**config.mk**
```make
export PLATFORM = sky130hd
export DESIGN_NAME = qrs_sqrt
export DESIGN_NICKNAME = d
export VERILOG_FILES = /design/src/sv/qrs_pkg.sv /design/src/sv/qrs_sqrt.sv
export SDC_FILE = /design/constraint.sdc
export NUM_CORES = 2
export LEC_CHECK = 0
export ABC_CLOCK_PERIOD_IN_PS = 3500
export CORE_ASPECT_RATIO = 0.7
export CORE_MARGIN = 3
export CORE_UTILIZATION = 55
export DETAILED_ROUTE_END_ITERATION = 8
export DONT_BUFFER_PORTS = 1
export GPL_ROUTABILITY_DRIVEN = 0
export PLACE_DENSITY_LB_ADDON = 0.12
export SYNTH_ARGS = -nofsm -noshare
export SYNTH_HDL_FRONTEND = slang
export SYNTH_MEMORY_MAX_BITS = 65536
export SYNTH_SLANG_ARGS = --single-unit
export TNS_END_PERCENT = 30
```
**constraint.sdc**
```tcl
create_clock -name clock -period 3.5 [get_ports clock]
set_input_delay 0.7 -clock clock [delete_from_list [all_inputs] [get_ports clock]]
set_output_delay 0.7 -clock clock [all_outputs]
set_load 0.01 [all_outputs]
```
**src/sv/qrs_pkg.sv**
```systemverilog
// ----------------------------------------------------------------------------
// qrs_pkg
// Shared types and constants of the quadratic real root solver.
// ----------------------------------------------------------------------------
`default_nettype none
package qrs_pkg;
   localparam int CoefWidthDefault = 16;
   localparam int FracBitsDefault  = 16;
   localparam int RootWidth        = 33;

   typedef enum logic [1:0] {
      KIND_NONE = 2'd0,
      KIND_ONE  = 2'd1,
      KIND_TWO  = 2'd2,
      KIND_ALL  = 2'd3
   } kind_type;
endpackage
`default_nettype wire

```
**src/sv/qrs_sqrt.sv**
```systemverilog
// ----------------------------------------------------------------------------
// qrs_sqrt
// Pipelined restoring square root, one result bit per stage, with a sideband
// that travels alongside the operand through every stage.
// ----------------------------------------------------------------------------
`default_nettype none
module qrs_sqrt import qrs_pkg::*; #(
   parameter int OpWidth   = 64,
   parameter int SideWidth = 8
) (
   input  wire logic                   clock,
   input  wire logic                   reset,
   input  wire logic                   enable,
   input  wire logic                   in_valid,
   input  wire logic [OpWidth-1:0]     in_op,
   input  wire logic [SideWidth-1:0]   in_side,
   output logic                        out_valid,
   output logic [OpWidth/2-1:0]        out_root,
   output logic [SideWidth-1:0]        out_side
);
   localparam int Steps = OpWidth / 2;
   localparam int RemW  = OpWidth / 2 + 2;

   logic                           valid_ff [Steps+1];
   logic [OpWidth-1:0]             op_ff   [Steps+1];
   logic [RemW-1:0]                rem_ff  [Steps+1];
   logic [Steps-1:0]               root_ff [Steps+1];
   logic [SideWidth-1:0]           side_ff [Steps+1];

   // Load the first stage
   always_ff @(posedge clock) begin
      if (reset) begin
         valid_ff[0] <= 1'b0;
      end else if (enable) begin
         valid_ff[0] <= in_valid;
      end
      if (enable) begin
         op_ff[0]   <= in_op;
         rem_ff[0]  <= '0;
         root_ff[0] <= '0;
         side_ff[0] <= in_side;
      end
   end

   // One root bit per stage
   for (genvar i = 0; i < Steps; i++) begin : g_step
      logic [RemW-1:0]  trial_in;
      logic [RemW-1:0]  cand_in;
      logic [RemW:0]    diff_in;
      always_comb begin
         trial_in = {rem_ff[i][RemW-3:0], op_ff[i][OpWidth-1 -: 2]};
         cand_in  = {root_ff[i], 2'b01};
         diff_in  = {1'b0, trial_in} - {1'b0, cand_in};
      end
      always_ff @(posedge clock) begin
         if (reset) begin
            valid_ff[i+1] <= 1'b0;
         end else if (enable) begin
            valid_ff[i+1] <= valid_ff[i];
         end
         if (enable) begin
            op_ff[i+1]   <= {op_ff[i][OpWidth-3:0], 2'b00};
            side_ff[i+1] <= side_ff[i];
            if (!diff_in[RemW]) begin
               rem_ff[i+1]  <= diff_in[RemW-1:0];
               root_ff[i+1] <= {root_ff[i][Steps-2:0], 1'b1};
            end else begin
               rem_ff[i+1]  <= trial_in;
               root_ff[i+1] <= {root_ff[i][Steps-2:0], 1'b0};
            end
         end
      end
   end

   assign out_valid = valid_ff[Steps];
   assign out_root  = root_ff[Steps];
   assign out_side  = side_ff[Steps];
endmodule
`default_nettype wire

```
==> metrics <==
status=finished clean; FF-to-FF path depth=11; Worst Max-Slew Pin Slew=1.35 ns; Syn Area/Cell=13.6 um^2; Inst Count DP=12400; Die X=576 um; Async S/R FF share, synth=0%; fmax=0.293 GHz; WL final=243 mm; Reg-to-Reg Start=rem_ff[17][3]; reg2reg end=rem_ff[18][30]; Crit Path Category=register to register; Min-Delay Path Class=primary input to register; Syn Inst Count=9237; initial antenna violation count=8; vias in the first global route=70100; layout cells sized above 1=10.6%; min-delay src=in_valid; synth top area cells=edfxtp_1, ha_1, xor2_1; Hold Path Depth=1; CTS tree=yes; area of the core=0.225 mm^2; Fin Hold WS=0.0785 ns; area grow syn2layout=13.9%; Non-Filler Instances=13000; r2r setup slk=0.09 ns; post-synthesis sequential area ratio=67.7%; Final Power=92.3 mW; Final Skew=0.0364 ns; top-area cell type share of the netlist area=67.7%; Crit. End Element=register; Synth Flop Type=edfxtp_1; DRC Markers=0; Crit path arrival time=3.98 ns; simple-gate share of the synthesized area=9.06%; Total Nets Final=10400; crit start category=register; top-count cell post-synth=edfxtp_1; Leak=54.3 nW; GRT Util Overall=20.4%; final worst slack=0.0888 ns; CP Data Required Time=4.07 ns; Filler cells=16500; Slew HR=10.3%; Pwr Density=647 mW/mm^2; Clk Latency, worst-skew pair=0.83 ns; pre-CTS setup slack=-3.62 ns; grt ovf=0; final setup fails=0; post-route ant nets=0; mux cell area share after synthesis=0.779%; Pre-Repair DR Iteration Count=6; max-cap violation count=0; Post-Synth Adder-Cell Area=5.31%; Final Hold Vio Count=0; via count=73700; net count of the mapped netlist=9845; area of the multi-input gates=0.0375 mm^2; Post-synth top cells=edfxtp_1, inv_1, nand2_1; Seq. cell area=0.0849 mm^2; initial drt markers=6770; Seq cells post-synth=2826; Synth Warn #=0; global-route wire length before repair=385 mm; row count=145; main combinational cell family by area after synthesis=simple AND/OR/NAND/NOR gates; Via-to-Cell Ratio=5.66; hold worst-path end=valid_ff[0]; complex-gate fraction of the synthesized area=8.96%; Synth area leader=edfxtp_1; number of enable flip-flop cells after synthesis=2825; H-tree levels=5; max-slew violation count=0; Initial Util=55.7%; ANT cells=0; Die Span Y=405 um; I/O pin count=117; # clock sinks=2826; CTS Buf Count=280; fin crit period=3.41 ns; post-synth cell types=85; clk root buf=clkbuf_16; RSZ-0062 raised after global routing=true; pin count of the biggest net entering global routing=290; IO buf count=0; DR WL/cell=18.7 um; Reg clk slew, reported paths=0.07 ns; post-DP HPWL=164 mm; Synth Cell Area=0.125 mm^2; VDD IR max=0.457 mV; die area=0.234 mm^2; CTS Buffer Depth=4; crit path max fanout=5; XOR/XNOR Fraction of Synth Area=5.40%; Final Cycle Share=97.5%
==> metrics by stage <==
stage	area (um^2)	TNS (ns)	util, %
after detailed placement	132000	-2970.16	58.6
after global placement	132000	-3367.00	58.6
after global routing	143000	-0.326	63.5
after floorplan	125000	-14.18	-
after CTS	142000	-2.07	63.1
final	143000	0	63.5
==> kinds of logic after synthesis <==
logic type / Yosys count
AO/OA/AOI/OAI: 1816
XOR/XNOR: 772
adder cells (fa/ha/maj): 532
buffers and inverters: 917
flip-flops: 2826
multiplexers: 88
AND/OR/NAND/NOR: 2286
==> cell usage in the layout, fill, tap and decap left out, types with 35 or more instances in the layout <==
cell type         n
or3_1            92
nand2b_1        130
nor4_1           94
a31oi_1          47
xnor2_1         348
nor3_1          213
mux2_2           76
edfxtp_1       2825
clkbuf_16       293
o31ai_1          48
nor2_1          489
o21ai_0         562
o21bai_1         44
and3_1           38
nor2b_1          64
dlygate4sd3_1    74
clkinv_1         49
nand2_1         649
o21a_1          118
clkbuf_1         43
or2_2            43
nand3_1         137
or4_1            51
clkinv_2         48
a211oi_1         60
xor2_1          424
a21o_1          195
and2_1           96
ha_1            530
a21oi_1         455
nand4_1          56
buf_4           368
bufinv_16        35
inv_1           696
==> area by class of cell <==
cell class                      count  share of cell area (%)
Multi-Input combinational cell   5494                    26.3
Clock inverter                    164                    1.26
Inverter                          700                    1.84
Tap cell                         3013                    2.64
Sequential cell                  2826                    59.5
Clock buffer                      331                    5.16
Timing Repair Buffer              494                    3.35
==> what timing repair did <==
| item | in CTS | in global routing |
|---|---|---|
| resized for setup | 14 | 102 |
| buffers inserted | 0 | 16 |
| setup endpoints to repair | 1413 | 383 |
| hold buffers | 75 | 0 |
| pin swaps | 2 | 10 |
| gates cloned | 9 | 6 |
| hold endpoints to repair | 133 | 0 |
==> report_power, final <==
part / internal, mW / leakage [nW] / switching, mW
Combinational: 7.69 / 22.5 / 9.66
Sequential: 42.2 / 27.3 / 2.56
Clock: 17.7 / 4.46 / 12.5
Total: 67.6 / 54.3 / 24.7
==> state kept, by name, summed over array words and instances, names as in the netlist <==
name      count
op_ff      1056
rem_ff      945
root_ff     528
side_ff     264
valid_ff     33
==> per-layer routing <==
layer / GRT usage [%] / share of wire [%] / routed length (um)
met1: 31.8 / 48 / 117000
met3: 3.28 / 6.5 / 15700
met5: 0 / 0 / 0
met4: 5.18 / 2.3 / 5680
met2: 30.0 / 43 / 105000
==> worst max path at each step <==
stage	startpoint	to	slack [ns]	cells after the start
6_report	rem_ff[17][3]	rem_ff[18][30]	0.09	11
5_1_grt	root_ff[27][1]	rem_ff[28][5]	-0.03	14
4_1_cts	enable	rem_ff[31][9]	-0.10	8
3_5_place_dp	enable	rem_ff[24][12]	-3.62	11
3_3_place_gp	enable	rem_ff[24][12]	-3.91	11
2_1_floorplan	enable	rem_ff[29][0]	-0.1	4
==> worst max-delay path: stages, from the launching register on <==
cell and delay (ns):
edfxtp_1 0.43, ha_1 0.38, a21o_1 0.20, a21oi_1 0.29, a2bb2oi_1 0.24, and3_1 0.17, o21ai_1 0.19, buf_4 0.24
a31oi_1 0.28, nand4bb_1 0.20, nor4b_1 0.42, xor2_1 0.11
No activity file was read; power rests on OpenSTA's default activity.
